`src/rtl/lmhf_pkg.sv`:
```
// Shared types and constants for the line mark hole finder.
// No dependencies; the scan unit and the core import it.
package lmhf_pkg;

    localparam int LANES     = 8;   // lines handled per scan step (one RAM row)
    localparam int LANE_BITS = 3;

    // Request kinds carried on the slave tuser
    typedef enum logic [1:0] {
        KIND_WRITE = 2'd0,
        KIND_CLEAR = 2'd1,
        KIND_GAP   = 2'd2,
        KIND_SWEEP = 2'd3
    } t_kind;

    // Block classification returned by a sweep
    typedef enum logic [1:0] {
        ST_FREE    = 2'd0,
        ST_RECYCLE = 2'd1,
        ST_UNAVAIL = 2'd2
    } t_status;

    // Input tdata layout
    localparam int IN_W       = 16;
    localparam int IN_IDX_LO  = 0;
    localparam int IN_MARK    = 7;
    localparam int IN_TOP_LO  = 8;

    // Output tdata layout
    localparam int OUT_W       = 48;
    localparam int OUT_FOUND   = 0;
    localparam int OUT_TOP_LO  = 1;
    localparam int OUT_BOT_LO  = 9;
    localparam int OUT_MARK_LO = 17;
    localparam int OUT_HOLE_LO = 25;
    localparam int OUT_UNAV_LO = 32;
    localparam int OUT_STAT_LO = 40;

    // Sequencer to scan unit controls
    typedef struct packed {
        logic start;     // load initial scan state
        logic step;      // consume one row of mark bits
        logic gap_mode;  // 1: downward gap search, 0: upward sweep
    } t_scan_ctl;

endpackage

```
`src/rtl/lmhf_ram.sv`:
```
// Generic single-write, single-read RAM with registered read data.
// Depends on nothing; holds the packed line mark rows.
module lmhf_ram #(
    parameter int WIDTH = 8,
    parameter int DEPTH = 16
) (
    input  logic                                   i_clk,
    input  logic                                   i_we,
    input  logic [((DEPTH > 1) ? $clog2(DEPTH) : 1)-1:0] i_waddr,
    input  logic [WIDTH-1:0]                       i_wdata,
    input  logic                                   i_re,
    input  logic [((DEPTH > 1) ? $clog2(DEPTH) : 1)-1:0] i_raddr,
    output logic [WIDTH-1:0]                       o_rdata
);

    logic [WIDTH-1:0] r_mem [DEPTH];
    logic [WIDTH-1:0] r_rdata;

    always_ff @(posedge i_clk) begin
        if (i_we) begin
            r_mem[i_waddr] <= i_wdata;
        end
        if (i_re) begin
            r_rdata <= r_mem[i_raddr];
        end
    end

    assign o_rdata = r_rdata;

endmodule

```
`src/rtl/lmhf_scan_unit.sv`:
```
// Shared eight-lane scan step: gap search state walking down, sweep counters walking up.
// Depends on lmhf_pkg for the lane count and the control struct.
module lmhf_scan_unit import lmhf_pkg::*; #(
    parameter int LINE_COUNT = 128,
    parameter int RW         = 4,
    parameter int PW         = 8,
    parameter int CW         = 8
) (
    input  logic             i_clk,
    input  logic             i_rst_n,
    input  t_scan_ctl        i_ctl,
    input  logic [PW-1:0]    i_limit,
    input  logic [RW-1:0]    i_row,
    input  logic [LANES-1:0] i_bits,
    output logic             o_done,
    output logic             o_found,
    output logic [PW-1:0]    o_upper,
    output logic [PW-1:0]    o_lower,
    output logic [CW-1:0]    o_marked,
    output logic [CW-1:0]    o_holes,
    output logic [CW-1:0]    o_unavail
);

    logic          r_gap;
    logic          r_done;
    logic [1:0]    r_run;      // saturates at 2: only "none", "one" and "more" matter
    logic [PW-1:0] r_upper;
    logic [PW-1:0] r_lower;
    logic [PW-1:0] r_limit;
    logic          r_below;
    logic [CW-1:0] r_marked;
    logic [CW-1:0] r_holes;
    logic [CW-1:0] r_unavail;

    logic          n_done;
    logic [1:0]    n_run;
    logic [PW-1:0] n_upper;
    logic [PW-1:0] n_lower;
    logic          n_below;
    logic [CW-1:0] n_marked;
    logic [CW-1:0] n_holes;
    logic [CW-1:0] n_unavail;

    // Gap search: lanes from high to low, stop at the first marked line under a long run
    always_comb begin
        logic [PW-1:0] line;
        n_done  = r_done;
        n_run   = r_run;
        n_upper = r_upper;
        n_lower = r_lower;
        for (int l = LANES - 1; l >= 0; l--) begin
            line = PW'({i_row, LANE_BITS'(l)});
            if (!n_done && (line < r_limit)) begin
                if (i_bits[l]) begin
                    if (n_run == 2'd2) begin
                        n_lower = line + PW'(2);
                        n_done  = 1'b1;
                    end else begin
                        n_run   = 2'd0;
                        n_upper = line;
                    end
                end else if (n_run != 2'd2) begin
                    n_run = n_run + 2'd1;
                end
            end
        end
    end

    // Sweep: lanes from low to high, carry the mark of the line below
    always_comb begin
        logic [PW-1:0] line;
        n_below   = r_below;
        n_marked  = r_marked;
        n_holes   = r_holes;
        n_unavail = r_unavail;
        for (int l = 0; l < LANES; l++) begin
            line = PW'({i_row, LANE_BITS'(l)});
            if (32'(line) < LINE_COUNT) begin
                if (i_bits[l]) begin
                    n_marked = n_marked + CW'(1);
                end else if (n_below) begin
                    n_holes = n_holes + CW'(1);
                end
                if (i_bits[l] || n_below) begin
                    n_unavail = n_unavail + CW'(1);
                end
                n_below = i_bits[l];
            end
        end
    end

    always_ff @(posedge i_clk) begin
        if (!i_rst_n) begin
            r_gap  <= 1'b0;
            r_done <= 1'b0;
            r_run  <= 2'd0;
        end else if (i_ctl.start) begin
            r_gap     <= i_ctl.gap_mode;
            r_done    <= i_ctl.gap_mode && (i_limit == '0);
            r_run     <= 2'd0;
            r_upper   <= i_limit;
            r_limit   <= i_limit;
            r_lower   <= '0;
            r_below   <= 1'b0;
            r_marked  <= '0;
            r_holes   <= '0;
            r_unavail <= '0;
        end else if (i_ctl.step) begin
            if (r_gap) begin
                r_done  <= n_done;
                r_run   <= n_run;
                r_upper <= n_upper;
                r_lower <= n_lower;
            end else begin
                r_below   <= n_below;
                r_marked  <= n_marked;
                r_holes   <= n_holes;
                r_unavail <= n_unavail;
            end
        end
    end

    assign o_done    = r_done;
    assign o_found   = (r_run != 2'd0);
    assign o_upper   = r_upper;
    assign o_lower   = r_lower;
    assign o_marked  = r_marked;
    assign o_holes   = r_holes;
    assign o_unavail = r_unavail;

endmodule

```
`src/rtl/line_mark_hole_finder_core.sv`:
```
// Top level of the line mark hole finder: sequencer, mark RAM, row valid bits, result register.
// Depends on lmhf_pkg, lmhf_ram and lmhf_scan_unit.
//
// The block keeps one mark bit per line of a heap block, packed eight lines to a RAM row,
// and serves one request (transaction) at a time; s_axis_tready is high only while the
// sequencer is idle. Request kinds on s_axis_tuser: write one mark, clear all marks,
// search downward for a gap of free lines, sweep the block. A mark write reads its row and
// writes it back with the one mark changed; a gap search reads rows downward from top_line
// and stops at the first usable gap; a sweep reads every row. The single RAM read port
// yields one row of eight marks per cycle into the shared scan unit.
// Clear-all takes effect at once through one valid flip-flop per row; a row whose valid
// bit is low reads as unmarked, so no clearing pass is needed after reset. Results sit in
// an output register, so a new request may be accepted while the last result waits.
module line_mark_hole_finder_core import lmhf_pkg::*; #(
    parameter int LINE_COUNT = 128
) (
    input  logic             i_clk,
    input  logic             i_rst_n,
    input  logic             s_axis_tvalid,
    output logic             s_axis_tready,
    input  logic [IN_W-1:0]  s_axis_tdata,  // line_index[6:0], mark_value[7], top_line[15:8]
    input  logic [1:0]       s_axis_tuser,  // kind[1:0]
    output logic             m_axis_tvalid,
    input  logic             m_axis_tready,
    output logic [OUT_W-1:0] m_axis_tdata   // gap_found[0], gap_top[8:1], gap_bottom[16:9],
                                            // marked_lines[24:17], hole_count[31:25],
                                            // unusable_lines[39:32], block_status[41:40],
                                            // zero fill[47:42]
);

    localparam int ROWS = (LINE_COUNT + LANES - 1) / LANES;
    localparam int RW   = (ROWS > 1) ? $clog2(ROWS) : 1;
    localparam int PW   = $clog2(ROWS * LANES + 2);
    localparam int CW   = $clog2(LINE_COUNT + 1);

    typedef enum logic [2:0] {
        S_IDLE,
        S_WR_RD,
        S_WR_WB,
        S_SCAN,
        S_FIN
    } t_state;

    t_state                r_state;
    t_kind                 r_kind;
    logic [RW-1:0]         r_row;
    logic                  r_up;         // sweep walks rows upward, gap search downward
    logic                  r_more;       // rows left to read
    logic                  r_pend;       // a row read last cycle is on the RAM output
    logic                  r_pend_last;
    logic [RW-1:0]         r_pend_row;
    logic                  r_rdv;        // valid bit of the row on the RAM output
    logic [LANE_BITS-1:0]  r_lane;
    logic                  r_mark;
    logic [ROWS-1:0]       r_row_valid;
    logic                  r_out_valid;
    logic [OUT_W-1:0]      r_out_data;

    t_kind                 w_kind;
    logic                  w_accept;
    logic [6:0]            w_idx;
    logic [RW+2:0]         w_idx_line;
    logic [7:0]            w_top;
    logic [PW-1:0]         w_limit;
    logic [PW-1:0]         w_limit_m1;
    logic                  w_idx_ok;
    logic [RW-1:0]         w_end_row;
    logic                  w_at_end;

    logic                  w_re;
    logic                  w_we;
    logic [LANES-1:0]      w_ram_q;
    logic [LANES-1:0]      w_bits;
    logic [LANES-1:0]      w_wdata;

    t_scan_ctl             w_ctl;
    logic                  w_scan_done;
    logic                  w_found;
    logic [PW-1:0]         w_upper;
    logic [PW-1:0]         w_lower;
    logic [CW-1:0]         w_marked;
    logic [CW-1:0]         w_holes;
    logic [CW-1:0]         w_unavail;

    t_status               n_status;
    logic [OUT_W-1:0]      n_out_data;
    logic                  n_out_free;

    // Unpack the request
    assign w_kind     = t_kind'(s_axis_tuser);
    assign w_accept   = s_axis_tvalid && s_axis_tready;
    assign w_idx      = s_axis_tdata[IN_IDX_LO +: 7];
    assign w_idx_line = (RW + 3)'(w_idx);
    assign w_top      = s_axis_tdata[IN_TOP_LO +: 8];
    assign w_idx_ok   = (32'(w_idx) < LINE_COUNT);

    // Saturate the search start to the block size
    assign w_limit    = (32'(w_top) > LINE_COUNT) ? PW'(LINE_COUNT) : PW'(w_top);
    assign w_limit_m1 = w_limit - PW'(1);

    assign w_end_row  = r_up ? RW'(ROWS - 1) : '0;
    assign w_at_end   = (r_row == w_end_row);

    // RAM port use: the read address is always the current row
    assign w_re    = (r_state == S_WR_RD) || ((r_state == S_SCAN) && r_more);
    assign w_we    = (r_state == S_WR_WB);
    assign w_bits  = r_rdv ? w_ram_q : '0;

    always_comb begin
        w_wdata         = w_bits;
        w_wdata[r_lane] = r_mark;
    end

    lmhf_ram #(
        .WIDTH (LANES),
        .DEPTH (ROWS)
    ) u_ram (
        .i_clk   (i_clk),
        .i_we    (w_we),
        .i_waddr (r_row),
        .i_wdata (w_wdata),
        .i_re    (w_re),
        .i_raddr (r_row),
        .o_rdata (w_ram_q)
    );

    assign w_ctl.start    = w_accept && ((w_kind == KIND_GAP) || (w_kind == KIND_SWEEP));
    assign w_ctl.step     = (r_state == S_SCAN) && r_pend;
    assign w_ctl.gap_mode = (w_kind == KIND_GAP);

    lmhf_scan_unit #(
        .LINE_COUNT (LINE_COUNT),
        .RW         (RW),
        .PW         (PW),
        .CW         (CW)
    ) u_scan (
        .i_clk     (i_clk),
        .i_rst_n   (i_rst_n),
        .i_ctl     (w_ctl),
        .i_limit   (w_limit),
        .i_row     (r_pend_row),
        .i_bits    (w_bits),
        .o_done    (w_scan_done),
        .o_found   (w_found),
        .o_upper   (w_upper),
        .o_lower   (w_lower),
        .o_marked  (w_marked),
        .o_holes   (w_holes),
        .o_unavail (w_unavail)
    );

    // Build the result word; fields a kind does not produce stay zero
    always_comb begin
        if (w_unavail == '0) begin
            n_status = ST_FREE;
        end else if (32'(w_unavail) < LINE_COUNT) begin
            n_status = ST_RECYCLE;
        end else begin
            n_status = ST_UNAVAIL;
        end
        n_out_data = '0;
        case (r_kind)
            KIND_GAP: begin
                if (w_found) begin
                    n_out_data[OUT_FOUND]         = 1'b1;
                    n_out_data[OUT_TOP_LO +: 8]   = 8'(w_upper);
                    n_out_data[OUT_BOT_LO +: 8]   = 8'(w_lower);
                end
            end
            KIND_SWEEP: begin
                n_out_data[OUT_MARK_LO +: 8] = 8'(w_marked);
                n_out_data[OUT_HOLE_LO +: 7] = 7'(w_holes);
                n_out_data[OUT_UNAV_LO +: 8] = 8'(w_unavail);
                n_out_data[OUT_STAT_LO +: 2] = n_status;
            end
            default: begin
                n_out_data = '0;
            end
        endcase
    end

    assign n_out_free = !r_out_valid || m_axis_tready;

    always_ff @(posedge i_clk) begin
        if (!i_rst_n) begin
            r_state     <= S_IDLE;
            r_more      <= 1'b0;
            r_pend      <= 1'b0;
            r_pend_last <= 1'b0;
            r_row_valid <= '0;
            r_out_valid <= 1'b0;
        end else begin
            // Load a finished result, or drop the one on the bus once it is taken
            if ((r_state == S_FIN) && n_out_free) begin
                r_out_valid <= 1'b1;
                r_out_data  <= n_out_data;
            end else if (m_axis_tready) begin
                r_out_valid <= 1'b0;
            end
            if (w_re) begin
                r_rdv <= r_row_valid[r_row];
            end
            case (r_state)
                S_IDLE: begin
                    if (w_accept) begin
                        r_kind      <= w_kind;
                        r_pend      <= 1'b0;
                        r_pend_last <= 1'b0;
                        r_lane      <= w_idx_line[LANE_BITS-1:0];
                        r_mark      <= s_axis_tdata[IN_MARK];
                        case (w_kind)
                            KIND_WRITE: begin
                                r_row   <= w_idx_line[RW+2:LANE_BITS];
                                r_state <= w_idx_ok ? S_WR_RD : S_FIN;
                            end
                            KIND_CLEAR: begin
                                r_row_valid <= '0;
                                r_state     <= S_FIN;
                            end
                            KIND_GAP: begin
                                r_up    <= 1'b0;
                                r_row   <= w_limit_m1[RW+2:LANE_BITS];
                                r_more  <= (w_limit != '0);
                                r_state <= S_SCAN;
                            end
                            default: begin
                                r_up    <= 1'b1;
                                r_row   <= '0;
                                r_more  <= 1'b1;
                                r_state <= S_SCAN;
                            end
                        endcase
                    end
                end
                S_WR_RD: begin
                    r_state <= S_WR_WB;
                end
                S_WR_WB: begin
                    r_row_valid[r_row] <= 1'b1;
                    r_state            <= S_FIN;
                end
                S_SCAN: begin
                    // Issue the next row while the scan unit consumes the previous one
                    r_pend      <= r_more;
                    r_pend_last <= r_more && w_at_end;
                    r_pend_row  <= r_row;
                    if (w_scan_done || (r_pend && r_pend_last)) begin
                        r_more  <= 1'b0;
                        r_state <= S_FIN;
                    end else if (r_more) begin
                        if (w_at_end) begin
                            r_more <= 1'b0;
                        end else if (r_up) begin
                            r_row <= r_row + RW'(1);
                        end else begin
                            r_row <= r_row - RW'(1);
                        end
                    end
                end
                S_FIN: begin
                    // Hold until the output register is free
                    if (n_out_free) begin
                        r_state <= S_IDLE;
                    end
                end
                default: begin
                    r_state <= S_IDLE;
                end
            endcase
        end
    end

    assign s_axis_tready = (r_state == S_IDLE);
    assign m_axis_tvalid = r_out_valid;
    assign m_axis_tdata  = r_out_data;

    // Every request keeps the sequencer busy in the cycle after acceptance
    a_busy_after_accept: assert property (@(posedge i_clk) disable iff (!i_rst_n)
        (s_axis_tvalid && s_axis_tready) |=> !s_axis_tready)
        else $error("sequencer ready right after accepting a request");

    // A missed gap reports zero bounds
    a_no_gap_zero: assert property (@(posedge i_clk) disable iff (!i_rst_n)
        (m_axis_tvalid && !m_axis_tdata[OUT_FOUND]) |->
        (m_axis_tdata[OUT_TOP_LO +: 8] == 8'd0) && (m_axis_tdata[OUT_BOT_LO +: 8] == 8'd0))
        else $error("gap bounds nonzero without a gap");

    // A free block has no unavailable lines and no marked lines
    a_free_status: assert property (@(posedge i_clk) disable iff (!i_rst_n)
        (m_axis_tvalid && (m_axis_tdata[OUT_STAT_LO +: 2] == ST_FREE)) |->
        (m_axis_tdata[OUT_UNAV_LO +: 8] == 8'd0) && (m_axis_tdata[OUT_MARK_LO +: 8] == 8'd0))
        else $error("free status with unavailable lines");

    // The scan unit only steps on a row read in the previous cycle
    a_step_has_data: assert property (@(posedge i_clk) disable iff (!i_rst_n)
        w_ctl.step |-> $past(w_re))
        else $error("scan step without a row read");

endmodule
```
`config.mk`:
```
export PLATFORM = sky130hd
export DESIGN_NAME = line_mark_hole_finder_core
export DESIGN_NICKNAME = d
export VERILOG_FILES = /design/src/rtl/lmhf_pkg.sv /design/src/rtl/lmhf_ram.sv /design/src/rtl/lmhf_scan_unit.sv /design/src/rtl/line_mark_hole_finder_core.sv
export SDC_FILE = /design/constraint.sdc
export NUM_CORES = 1
export LEC_CHECK = 0
export BUFFER_PORTS_ARGS = -buffer_cell sky130_fd_sc_hd__buf_4
export CAP_MARGIN = 20
export CORE_ASPECT_RATIO = 1.1
export CORE_UTILIZATION = 55
export CTS_CLUSTER_SIZE = 30
export DETAILED_ROUTE_END_ITERATION = 10
export PLACE_DENSITY = 0.72
export SLEW_MARGIN = 20
export SYNTH_ARGS = -nofsm -noshare
export SYNTH_HDL_FRONTEND = slang
export SYNTH_SLANG_ARGS = --single-unit
```
`constraint.sdc`:
```
create_clock -name i_clk -period 10.1 [get_ports i_clk]
set_input_delay 1.01 -clock i_clk [delete_from_list [all_inputs] [get_ports i_clk]]
set_output_delay 1.01 -clock i_clk [all_outputs]
set_load 0.02 [all_outputs]
```
Word-level counts from Yosys, hierarchy flattened
Memories as Yosys holds them, arrays and structs flattened. A register that Yosys moved wholly into a read port is not among the register bits.
Cells that the tools add are included.
Widths: inputs -> output; s select.
{ "word_totals": {"regBits": 134, "mem_bits_rw": 128, "in_bits": 22, "out_inout_bits": 50, "elab_cells": 387, "mem_count": 1} }
{ "op_classes": {"addsub": 43, "order_cmp": 14, "eq_ne": 36, "muxes": 193, "n_bitwise": 4, "n_reduce_logical": 69} }
{ "mem_list": {"columns": ["name", "depth", "width", "read_ports", "rd_ports_with_merged_regs", "write_ports", "line", "source"], "rows": [
  ["u_ram.r_mem", 16, 8, 1, 1, 1, "lmhf_ram.sv:16", "logic [WIDTH-1:0] r_mem [DEPTH];"]
]} }
{ "op_table": {"columns": ["operator", "count"], "rows": [
  ["$mux 8", 93],
  ["$add 8x1->8 const B", 24],
  ["$mux 2", 33],
  ["$add 7x2->8 const B", 8],
  ["$lt 7x8->1", 8],
  ["$mux 1", 42],
  ["$mux 16", 2],
  ["$pmux 16 s2", 1],
  ["$ne 2x2->1 const B", 14],
  ["$eq 2x2->1 const B", 12],
  ["$mux 4", 6],
  ["$logic_and 1x1->1", 18],
  ["$reduce_and 3->1", 6],
  ["$add 2x1->2 const B", 8],
  ["$logic_not 8->1", 2],
  ["$or 16x16->16", 1],
  ["$reduce_and 2->1", 8],
  ["$pmux 3 s5", 1],
  ["$logic_or 1x1->1", 12],
  ["$pmux 4 s3", 1],
  ["$reduce_bool 2->1", 6],
  ["$pmux 1 s2", 5],
  ["$logic_not 1->1", 9],
  ["$mux 3", 3],
  ["other kinds (28)", 36]
]} }

Logic depth before layout (Yosys ltp)
Gate-level depths: netlist (run 1).
{ "logic_depth": {"ltp_word": 35, "ltp_mapped": 40, "depth_no_buf": 40} }

Cells and area by module
A second synthesis (run 1) with hierarchy kept.
{ "hier_totals": {"cells_unflattened": 1543, "hier_area_um2": 16898.7} }
{ "by_module_without_submodules": {"columns": ["mod", "n_inst", "cells_per_inst", "area_per_inst_um2", "seq_area_each_um2"], "rows": [
  ["lmhf_scan_unit", 1, 994, 7948.9, 1551.5],
  ["lmhf_ram", 1, 229, 5227.5, 4083.9],
  ["line_mark_hole_finder_core", 1, 320, 3722.3, 2202.1]
]} }

Worst setup path before layout (run 1)
No wires, ideal clock.
{ "synth_timing": {"path_kind": "register -> register", "start": "register r_pend_row[2]", "end": "register u_scan.r_lower[5], in the netlist u_scan.o_lower[5], data pin", "setup_time_ps": 266, "arrival_ps": 7373, "required_ps": 9834, "slack_ps": 2461, "path_stages_with_launch": 36, "path_buffers": 0, "period_less_slack_ps": 7639, "path_cell_list": "edfxtp_1 -> ha_1 -> a21o_1 -> a21oi_1 -> o21ai_1 -> o31ai_1 -> and2_1 -> ha_1 -> nand2_1 -> o211ai_1 -> o21ai_0 -> ha_1 -> nand2_1 -> nor4b_1 -> o22ai_1 -> inv_1 -> ha_1 -> a22o_1 -> o31a_1 -> o21ai_0 -> nand4_1 -> nor2_1 -> a2111oi_0 -> or3_1 -> ha_1 -> a21oi_1 -> o41a_1 -> ha_1 -> a21boi_0 -> o21a_1 -> ha_1 -> and3_1 -> a211oi_1 -> o21ai_0 -> a22oi_1 -> nor2_1"} }
{ "synth_via": {"elab_chain_len": 33, "word_cells_on_any_way": 120, "classes_between": "14 x add/sub; 8 x order compare; 13 x eq/ne; 70 x mux; 15 x reduce/logical"} }
{ "synth_rtl": {"columns": ["item", "line", "source"], "rows": [
  ["from (decl)", "line_mark_hole_finder_core.sv:51", "logic [RW-1:0] r_pend_row;"],
  ["from (signal assigned)", "line_mark_hole_finder_core.sv:246", "r_pend_row <= r_row;"],
  ["$lt 7x8->1", "lmhf_scan_unit.sv:53", "if (!n_done && (line < r_limit)) begin"],
  ["$logic_and 1x1->1", "lmhf_scan_unit.sv:53", null],
  ["$mux 2", "lmhf_scan_unit.sv:53", null],
  ["$add 2x1->2 (tied with other cells)", "lmhf_scan_unit.sv:63", "n_run = n_run + 2'd1;"],
  ["$mux 2, on equally long branches", "lmhf_scan_unit.sv:62, lmhf_scan_unit.sv:55", null],
  ["$mux 2", "lmhf_scan_unit.sv:54", "if (i_bits[l]) begin"],
  ["$mux 2", "lmhf_scan_unit.sv:53", null],
  ["$add 2x1->2 (tied with other cells)", "lmhf_scan_unit.sv:63", null],
  ["[17 not listed]", null, null],
  ["$mux 2", "lmhf_scan_unit.sv:54", null],
  ["$mux 2", "lmhf_scan_unit.sv:53", null],
  ["$eq 2x2->1", "lmhf_scan_unit.sv:55", "if (n_run == 2'd2) begin"],
  ["$mux 8", "lmhf_scan_unit.sv:55", null],
  ["$mux 8", "lmhf_scan_unit.sv:54", null],
  ["$mux 8 *", "lmhf_scan_unit.sv:53", null],
  ["$mux 8 *", "lmhf_scan_unit.sv:109", "if (r_gap) begin"],
  ["$mux 8 *", "lmhf_scan_unit.sv:108", "end else if (i_ctl.step) begin"],
  ["to (signal assigned)", "lmhf_scan_unit.sv:113", "r_lower <= n_lower;"],
  ["to (decl)", "lmhf_scan_unit.sv:28", "logic [PW-1:0] r_lower;"]
]} }
Every way passes the cells marked *; elsewhere a longest branch is shown, timed or not. The select of a mux whose other input is x is not followed.
A chain may end at the register's enable or synchronous reset.

Worst setup path after layout (run 1)
{ "layout_timing": {"start": "register r_pend_row[2]", "end": "register u_scan.r_upper[3], in the netlist u_scan.o_upper[3], data pin"} }
{ "layout_via": {"elab_chain_len": 34, "word_cells_on_any_way": 111, "classes_between": "6 x add/sub; 8 x order compare; 13 x eq/ne; 69 x mux; 15 x reduce/logical"} }
{ "layout_rtl": {"columns": ["item", "line", "source"], "rows": [
  ["$lt 7x8->1", "lmhf_scan_unit.sv:53", null],
  ["$logic_and 1x1->1", "lmhf_scan_unit.sv:53", null],
  ["$mux 2", "lmhf_scan_unit.sv:53", null],
  ["$add 2x1->2 (tied with other cells)", "lmhf_scan_unit.sv:63", null],
  ["$mux 2, on equally long branches", "lmhf_scan_unit.sv:62, lmhf_scan_unit.sv:55", null],
  ["$mux 2", "lmhf_scan_unit.sv:54", null],
  ["$mux 2", "lmhf_scan_unit.sv:53", null],
  ["$add 2x1->2 (tied with other cells)", "lmhf_scan_unit.sv:63", null],
  ["[18 not listed]", null, null],
  ["$mux 2", "lmhf_scan_unit.sv:53", null],
  ["$eq 2x2->1", "lmhf_scan_unit.sv:55", null],
  ["$mux 8", "lmhf_scan_unit.sv:55", null],
  ["$mux 8", "lmhf_scan_unit.sv:54", null],
  ["$mux 8 *", "lmhf_scan_unit.sv:53", null],
  ["$mux 8 *", "lmhf_scan_unit.sv:109", null],
  ["$mux 8 *", "lmhf_scan_unit.sv:108", null],
  ["$mux 8 *", "lmhf_scan_unit.sv:97", "end else if (i_ctl.start) begin"],
  ["to (signal assigned)", "lmhf_scan_unit.sv:101", "r_upper <= i_limit;"],
  ["to (signal assigned)", "lmhf_scan_unit.sv:112", "r_upper <= n_upper;"],
  ["to (decl)", "lmhf_scan_unit.sv:27", "logic [PW-1:0] r_upper;"]
]} }
Marks and branches as above.

==> results.ini, run 1 <==
[outcome]
status = complete, no violations

[clock_tree]
cts.repair.resized = 0
cts_buffers = 27
cts-root-buf = clkbuf_16
post_cts_buffers = 0
clock_latency_ns = 0.56
htree_levels = 1
cts.sinks = 269
cts_tree = yes
clk_pin_slew_ns = 0.06
postCtsHoldBufs = 0
cts_max_path_buffers = 3

[route]
wl_um = 37140
drc = 0
vias = 11730
drt_iter0_drc = 877
antenna_left = 0
wl_per_cell_um = 19.32
drt-pass1-iter-count = 5
vias_per_cell = 6.102

[logic_synthesis]
synth_compound_area_share_pct = 12.54
synth_edf_count = 242
avgSynthCellArea_um2 = 11.08
ys_types = 97
yosys-top-cells-count = edfxtp_1, nor2_1, nand2_1
synthCells = 1482
synthSimpleGateAreaFrac_pct = 17.37
synthArstFlopShare_pct = 0
syn-cell-area_mm2 = 0.01643
synth_fa_ha_area_share_pct = 4.159
yosys.area.top_type_share_pct = 44.24
synth.most_common_cell = edfxtp_1
synth_top_area_cell = edfxtp_1
yosys_warnings = 0
synth_mux_area_share_pct = 7.975
yosys-top-cells-area = edfxtp_1, mux4_2, ha_1
synth_ff_type = edfxtp_1
ys_seq_elements = 269
synth_top_family_by_area = simple AND/OR/NAND/NOR gates
yosysSeqAreaShare_pct = 47.53
synth_xor_xnor_area_share_pct = 7.251

[pwr]
power.density_mw_per_mm2 = 150.4
power_mw = 2.730
p_leak_nw = 6.552
ir_drop_v = 0.0001666

[die]
io_pins = 72
die_w_um = 166.8
start_util_pct = 55.72
std_cell_rows = 66
fp.coreArea_mm2 = 0.02948
dieArea_mm2 = 0.03056
die_height_um = 183.3

[setup_path]
startpoint = r_pend_row[2]$_DFFE_PP_
required_ns = 10.38
critPathMaxStageDelay_ns = 0.52
worstReg2RegEnd = u_scan.o_upper[3]$_DFFE_PP_
crit_arrival_ns = 8.99
r2r-start = r_pend_row[2]$_DFFE_PP_
critPathLaunchType = register
slowest_stage = nor4_2
endpoint = u_scan.o_upper[3]$_DFFE_PP_
cpMostUsedCell = ha_1
path_class = register to register
critPathMaxFanout = 8
rr_worst_depth = 36
endpoint_kind = register
reg2reg_slack_ns = 1.39

[placed_design]
gp_congestion = 0.9111
io_buffer_count = 65
dp_hpwl_um = 25890

[global_routing]
grt_overflow = 0
grt_pass1_wl_um = 59970
grt_max_degree = 57
antenna_found_initial = 0
grt_pass1_vias = 11330
track_usage_pct = 24.72

[timing]
relSlewSlack_pct = 33.00
finalHoldViolations = 0
slew_viol_final = 0
setup_viol_count_final = 0
grt_setup_unrepaired = false
setup_tns_ns = 0
worst_clock_skew_ns = 0.01711
worstMarginPinSlew_ns = 1.005
post-route-period-util_pct = 86.22
fin_crit_ns = 8.708
max_freq_mhz = 114.8

[worst_hold_path]
hp-start = r_row_valid[10]$_SDFFE_PN0P_
hold_path.class = register to register

[cells_and_area]
multiInputGateArea_mm2 = 0.008120
seqCellArea_mm2 = 0.007807
nFillCells = 2323
areaGrowthSynthToFinish_pct = 10.49
drive_gt1_share_pct = 14.33
antenna_cells = 0
finalNetCount = 1604

[flow_run]
maxCapViolations = 0

-- area by class of cell --
| cell class | instances | area share [%] |
|---|---|---|
| Clock inverter | 20 | 1.330 |
| Tap cell | 374 | 2.578 |
| Clock buffer | 30 | 3.785 |
| Inverter | 46 | 0.9513 |
| Sequential cell | 269 | 43.02 |
| Multi-Input combinational cell | 1097 | 44.74 |
| Timing Repair Buffer | 87 | 3.599 |
-- per-stage QoR --
stage                     std cells  util [%]  setup WS, ns  hold slack [ns]  cell area [um^2]
final                          1923     61.57         1.392           0.4628             18150
after global routing           1923     61.57        0.5023           0.5032             18150
after CTS                      1922     61.54         1.502           0.4674             18140
after detailed placement       1872     58.39         1.545           0.4507             17210
after global placement         1872     58.39         1.826           0.4453             17210
after floorplan                1487         -         2.461           0.4244             16450
-- flip-flops by register name (all words and copies together), names as in the netlist, 8 cells and up --
signal,flops
u_ram.r_mem,128
u_ram.o_rdata,8
u_scan.o_upper,8
u_scan.o_unavail,8
m_axis_tdata,42
r_row_valid,16
u_scan.r_limit,8
u_scan.o_marked,8
u_scan.o_lower,8
-- where the power goes --
group | leakage [nW] | switching (mW) | internal, mW | total, mW
registers | 2.43 | 0.0217 | 1.24 | 1.26
logic | 3.67 | 0.246 | 0.170 | 0.416
clock network | 0.454 | 0.432 | 0.620 | 1.05
total | 6.55 | 0.700 | 2.03 | 2.73
-- metal layers --
metal / part of all wire (%) / track usage (%)
met1: 43 / 32.67
met2: 49 / 42.89
met3: 5.5 / 2.827
met4: 2.4 / 7.519
met5: 0 / 0
-- worst min-delay path by stage --
stage / endpoint / cells past startpoint / slack (ns)
after floorplan: r_pend_row[3]$_DFFE_PP_ / 0 / 0.42
after global placement: r_row_valid[15]$_SDFFE_PN0P_ / 2 / 0.45
after detailed placement: r_row_valid[2]$_SDFFE_PN0P_ / 2 / 0.45
after CTS: r_row_valid[2]$_SDFFE_PN0P_ / 2 / 0.47
after global routing: r_row_valid[9]$_SDFFE_PN0P_ / 2 / 0.50
final: r_row_valid[10]$_SDFFE_PN0P_ / 2 / 0.46
-- cell usage in the layout (no fill, tap or decap), types with 6 or more instances in the layout --
cell type / n
a21boi_0: 7
buf_4: 87
o21ai_0: 57
conb_1: 6
dfxtp_1: 27
and4_1: 6
o21a_1: 16
a21oi_1: 68
nor2b_1: 17
ha_1: 53
edfxtp_1: 242
clkbuf_16: 27
nor4_1: 7
inv_1: 46
or3_1: 15
or2_2: 7
a31oi_1: 15
nand2_1: 120
nor3b_1: 16
nor3_1: 39
a211oi_1: 17
nand4_1: 11
xnor3_1: 9
a21o_1: 8
nand3b_1: 21
o22ai_1: 7
mux4_2: 45
mux2i_1: 15
nor2_1: 134
xnor2_1: 73
xor2_1: 33
o31ai_1: 11
and2_1: 41
mux2_2: 13
and3_1: 38
nand2b_1: 17
clkinv_1: 8
o211ai_1: 11
nand3_1: 31
-- critical path, delay by kind of cell (launching register included) --
kind	cells	cell delay, ns
adder cells (fa/ha/maj)	7	1.95
buffers and inverters	1	0.11
AO/OA/AOI/OAI	16	3.32
flip-flops	1	0.46
AND/OR/NAND/NOR	11	2.32
multiplexers	1	0.25
-- logic make-up (layout without fill, tap and decap cells) --
group,after synthesis,in the layout
and+or+nand+nor,547,547
adders and majority gates,54,54
muxes,73,73
buffers and inverters,121,183
DFF,269,269
other,1,6
AOI/OAI and AO/OA,299,299
xor gates and xnor gates,118,118
No activity file was read; power rests on OpenSTA's default activity.
==> run 2, diff against run 1 <==
- CTS_BUF_LIST: default -> sky130_fd_sc_hd__clkbuf_2
==> results.ini, run 2 (same netlist as run 1, synthesis figures left out) <==
[outcome]
status = complete, no violations

[cells_and_area]
finalNetCount = 1645  ; +2.6%
largest_reg_flops = 128  ; unchanged
regMostFlops = u_ram.r_mem
drive_gt1_share_pct = 18.00  ; +3.7 points
areaGrowthSynthToFinish_pct = 8.744
layout_common_cells = edfxtp_1, nor2_1, nand2_1
final_common_cell = edfxtp_1

[setup_path]
cpMostUsedCell = ha_1
critPathMaxFanout = 8  ; unchanged
required_ns = 10.70  ; +0.32 ns
critPathMaxStageDelay_ns = 0.50  ; -0.02 ns
slowest_stage = nor4_2
critPathLaunchType = register
endpoint_kind = register
path_class = register to register
crit_arrival_ns = 9.31  ; +0.32 ns

[placed_design]
dp_hpwl_um = 25890  ; unchanged
io_buffer_count = 65  ; unchanged
dp_slack_ns = 1.545  ; unchanged
gp_congestion = 0.9111  ; unchanged

[clock_tree]
htree_levels = 3  ; +2
cts-root-buf = clkbuf_2
cts_buffers = 69  ; +160%
clk_pin_slew_ns = 0.10  ; +0.04 ns
cts_max_path_buffers = 3  ; unchanged
cts.sinks = 269  ; unchanged
cts.repair.resized = 0  ; unchanged
cts_tree = yes
post_cts_buffers = 0  ; unchanged
clock_latency_ns = 0.87  ; +0.31 ns
postCtsHoldBufs = 0  ; unchanged

[die]
die_height_um = 183.3  ; unchanged
start_util_pct = 55.72  ; unchanged
dieArea_mm2 = 0.03056  ; unchanged
die_w_um = 166.8  ; unchanged
io_pins = 72  ; unchanged
fp.coreArea_mm2 = 0.02948  ; unchanged
std_cell_rows = 66  ; unchanged

[pwr]
power.density_mw_per_mm2 = 136.1  ; -9.5%
p_leak_nw = 6.576  ; +0.37%
ir_drop_v = 0.0001175  ; -29%

[route]
drc = 0  ; unchanged
vias = 11950  ; +1.8%
vias_per_cell = 5.998  ; -1.7%
antenna_left = 0  ; unchanged
wl_um = 37130  ; about the same
wl_per_cell_um = 18.64  ; -3.5%
drt_iter0_drc = 1010  ; +15%
drt-pass1-iter-count = 7  ; +2

[timing]
setup_tns_ns = 0  ; unchanged
fin_crit_ns = 8.703  ; -0.005170 ns
grt_setup_unrepaired = false
worstMarginPinSlew_ns = 1.009  ; +0.003841 ns
slew_viol_final = 0  ; unchanged
worst_clock_skew_ns = 0.07893  ; +0.06182 ns
finalHoldViolations = 0  ; unchanged
relSlewSlack_pct = 32.74  ; -0.26 points
setup_viol_count_final = 0  ; unchanged
max_freq_mhz = 114.9  ; about the same
setup_ws_ns = 1.397  ; +0.005170 ns
post-route-period-util_pct = 86.17  ; about the same

[global_routing]
grt_pass1_wl_um = 60090  ; +0.21%
grt_max_degree = 57  ; unchanged
busiest_layer = met2
grt_pass1_vias = 11580  ; +2.3%
antenna_found_initial = 1  ; +1
use_met1_pct = 32.51  ; -0.16 points
grtUsageMet2_pct = 42.49  ; -0.40 points
track_usage_pct = 25.06  ; +0.34 points
grt_overflow = 0  ; unchanged
grt_use_met3_pct = 4.122  ; +1.3 points

[flow_run]
maxCapViolations = 0  ; unchanged

[worst_hold_path]
hold_path.class = input port to register

-- run 2: through the flow --
step	instance area [um^2]	power [mW]	util, %	std cells	hold WS [ns]
detailed placement	17210	1.696	58.39	1872	0.4507
CTS	17860	2.459	60.57	1991	0.2397
finish	17860	2.432	60.59	1992	0.3467
global route	17860	2.575	60.59	1992	0.2606
floorplan	16450	1.598	-	1487	0.4244
global placement	17210	1.683	58.39	1872	0.4453
-- run 2: critical path: cells and delay by family (launching register included) --
family	cells	cell delay, ns
AOI/OAI and AO/OA	16	3.31
and+or+nand+nor	11	2.30
adders and majority gates	7	1.95
DFF	1	0.48
muxes	1	0.25
buffers and inverters	1	0.11
-- run 2: per-layer routing --
metal  wire length, um  part of all wire [%]
met4               723                   1.9
met5                 0                     0
met2             18110                    49
met1             16300                    44
met3              1998                   5.4
-- run 2: worst paths after layout --
check,from,slack [ns],end,cells past startpoint
worst max-delay path,r_pend_row[2]$_DFFE_PP_,1.40,u_scan.o_upper[6]$_DFFE_PP_,36
worst min-delay path,s_axis_tdata[1],0.35,r_lane[1]$_DFFE_PP_,1
worst max register to register,r_pend_row[2]$_DFFE_PP_,1.40,u_scan.o_upper[6]$_DFFE_PP_,36
worst min register to register,r_row_valid[7]$_SDFFE_PN0P_,0.47,r_row_valid[7]$_SDFFE_PN0P_,2
-- run 2: area by class of cell --
class / instances / area [um^2]
diodes: 1 / 2.502
clock buffers: 97 / 485.5
clock inverters: 22 / 157.7
fillers: 2393 / 11620
inverters: 46 / 172.7
multi-input cells: 1097 / 8124
flip-flops and latches: 269 / 7807
well taps: 374 / 467.9
repair buffers: 86 / 645.6
-- run 2: power by group --
group	internal (mW)	total [mW]	switching [mW]
clock network	0.314	0.756	0.443
logic	0.170	0.416	0.246
registers	1.24	1.26	0.0216
==> run 3, diff against run 2 <==
- CORE_ASPECT_RATIO: 1.1 -> 0.8
==> results.ini, run 3 (same netlist as run 1, synthesis figures left out) <==
[placed_design]
gp_congestion = 0.9206  ; +1.0%
dp_hpwl_um = 26860  ; +3.8%
post-place-cells = 1873  ; +0.053%
io_buffer_count = 65  ; unchanged

[cells_and_area]
finalNetCount = 1643  ; -0.12%
drive_gt1_share_pct = 17.88  ; -0.11 points
areaGrowthSynthToFinish_pct = 8.554
largest_reg_flops = 128  ; unchanged
layout_common_cells = edfxtp_1, nor2_1, nand2_1
nFillCells = 2378  ; -0.63%
final_common_cell = edfxtp_1
regMostFlops = u_ram.r_mem
fin_cells = 1994  ; +0.10%

[outcome]
status = complete, no violations

[setup_path]
path_class = register to register
critPathMaxFanout = 9  ; +1
critPathLaunchType = register
r2r-start = r_pend_row[2]$_DFFE_PP_
crit_arrival_ns = 9.77  ; +0.46 ns
required_ns = 10.73  ; +0.03 ns
critPathMaxStageDelay_ns = 0.86  ; +0.36 ns
rr_worst_depth = 35  ; -2.8%
reg2reg_slack_ns = 0.96  ; -0.44 ns
cpMostUsedCell = ha_1
worstReg2RegEnd = u_scan.o_lower[5]$_SDFFCE_PP0P_
slowest_stage = a211oi_1
endpoint_kind = register

[timing]
relSlewSlack_pct = 28.01  ; -4.7 points
post-route-period-util_pct = 90.53  ; +4.4 points
max_freq_mhz = 109.4  ; -4.8%
grt_setup_unrepaired = false
slew_viol_final = 0  ; unchanged
fin_crit_ns = 9.143  ; +0.4401 ns
finalHoldViolations = 0  ; unchanged
worstMarginPinSlew_ns = 1.073  ; +0.06380 ns
worst_clock_skew_ns = 0.05858  ; -0.02035 ns
setup_tns_ns = 0  ; unchanged
setup_viol_count_final = 0  ; unchanged

[route]
drc = 0  ; unchanged
drt-pass1-iter-count = 5  ; -2
drt_iter0_drc = 915  ; -9.4%
wl_per_cell_um = 19.33  ; +3.7%
vias = 12060  ; +0.90%
antenna_left = 0  ; unchanged
vias_per_cell = 6.046  ; +0.79%
wl_um = 38540  ; +3.8%

[worst_hold_path]
min_path_cells = 1  ; unchanged
hold_end = r_lane[0]$_DFFE_PP_
hp-start = s_axis_tdata[0]
hold_path.class = input port to register

[clock_tree]
htree_levels = 3  ; unchanged
clk_pin_slew_ns = 0.11  ; about the same
cts_max_path_buffers = 3  ; unchanged
cts_buffers = 69  ; unchanged
postCtsHoldBufs = 0  ; unchanged
cts_tree = yes
cts.sinks = 269  ; unchanged
cts.repair.resized = 0  ; unchanged
cts-root-buf = clkbuf_2
clock_latency_ns = 0.89  ; +0.02 ns
post_cts_buffers = 0  ; unchanged

[flow_run]
maxCapViolations = 0  ; unchanged

[die]
die_height_um = 156.6  ; -15%
die_w_um = 195.2  ; +17%
io_pins = 72  ; unchanged
dieArea_mm2 = 0.03057  ; about the same
std_cell_rows = 56  ; -15%
fp.coreArea_mm2 = 0.02936  ; -0.42%
start_util_pct = 55.95  ; +0.23 points

[global_routing]
track_usage_pct = 25.45  ; +0.39 points
grt_max_degree = 56  ; -1.8%
grt_overflow = 0  ; unchanged
grt_pass1_wl_um = 60500  ; +0.68%
antenna_found_initial = 1  ; unchanged
grt_pass1_vias = 11520  ; -0.52%

[pwr]
power.density_mw_per_mm2 = 136.2  ; about the same
p_leak_nw = 6.551  ; -0.38%
ir_drop_v = 0.0001127  ; -4.0%
power_mw = 2.429  ; -0.11%

==> run 3: changes by cell type in the layout (fill, tap and decap cells not counted), moves of 2 or more <==
cell | before | now
inv_2 | 2 | 0
clkinvlp_4 | 1 | 3
clkinv_2 | 3 | 5
buf_4 | 86 | 84
==> run 3: metal layers <==
layer | global-route usage [%] | wire [um] | up-vias | share of wire, %
met4 | 8.361 | 736 | 0 | 1.9
li1 | - | - | 5778 | -
met5 | 0 | 0 | - | 0
met1 | 35.40 | 17670 | 5831 | 46
met3 | 6.034 | 2832 | 53 | 7.3
met2 | 39.39 | 17300 | 393 | 45
==> run 3: worst max path at each step <==
stage	from	end	cells past startpoint
final	r_pend_row[2]$_DFFE_PP_	u_scan.o_lower[5]$_SDFFCE_PP0P_	35
after global routing	r_pend_row[2]$_DFFE_PP_	u_scan.o_lower[5]$_SDFFCE_PP0P_	36
after CTS	r_pend_row[2]$_DFFE_PP_	u_scan.o_lower[5]$_SDFFCE_PP0P_	35
after detailed placement	r_pend_row[2]$_DFFE_PP_	u_scan.o_lower[5]$_SDFFCE_PP0P_	35
after global placement	r_pend_row[2]$_DFFE_PP_	u_scan.o_lower[5]$_SDFFCE_PP0P_	37
after floorplan	r_pend_row[2]$_DFFE_PP_	u_scan.o_lower[5]$_SDFFCE_PP0P_	35
==> run 3: where the power goes <==
part           switching (mW)  internal, mW  total (mW)
sequential             0.0241          1.24        1.26
combinational           0.248         0.169       0.417
clock                   0.460         0.290       0.750
==> run 3: final cells by class <==
cell class              count  area, um^2  area share, %
clock buffers              98       490.5          2.750
diodes                      1       2.502        0.01403
well taps                 377       471.7          2.645
multi-input cells        1097        8120          45.54
flip-flops and latches    269        7807          43.78
clock inverters            22       136.4         0.7648
repair buffers             84       630.6          3.536
inverters                  46       172.7         0.9683
==> run 3: metrics by stage <==
stage	hold slack, ns	setup WS [ns]	util [%]	instance area, um^2
2_1_floorplan	0.4244	2.461	-	16450
3_3_place_gp	0.4432	1.500	58.60	17200
4_1_cts	0.2702	1.103	60.73	17830
6_report	0.3275	0.9565	60.74	17830
3_5_place_dp	0.4572	1.111	58.60	17200
5_1_grt	0.2633	0.1280	60.74	17830
==> run 3: critical path: cells and delay by family (launching register included) <==
| family | cells | cell delay [ns] |
|---|---|---|
| compound gates | 18 | 4.58 |
| fa+ha+maj | 7 | 1.91 |
| simple gates | 9 | 1.84 |
| flops | 1 | 0.48 |
| buf+inv | 1 | 0.11 |
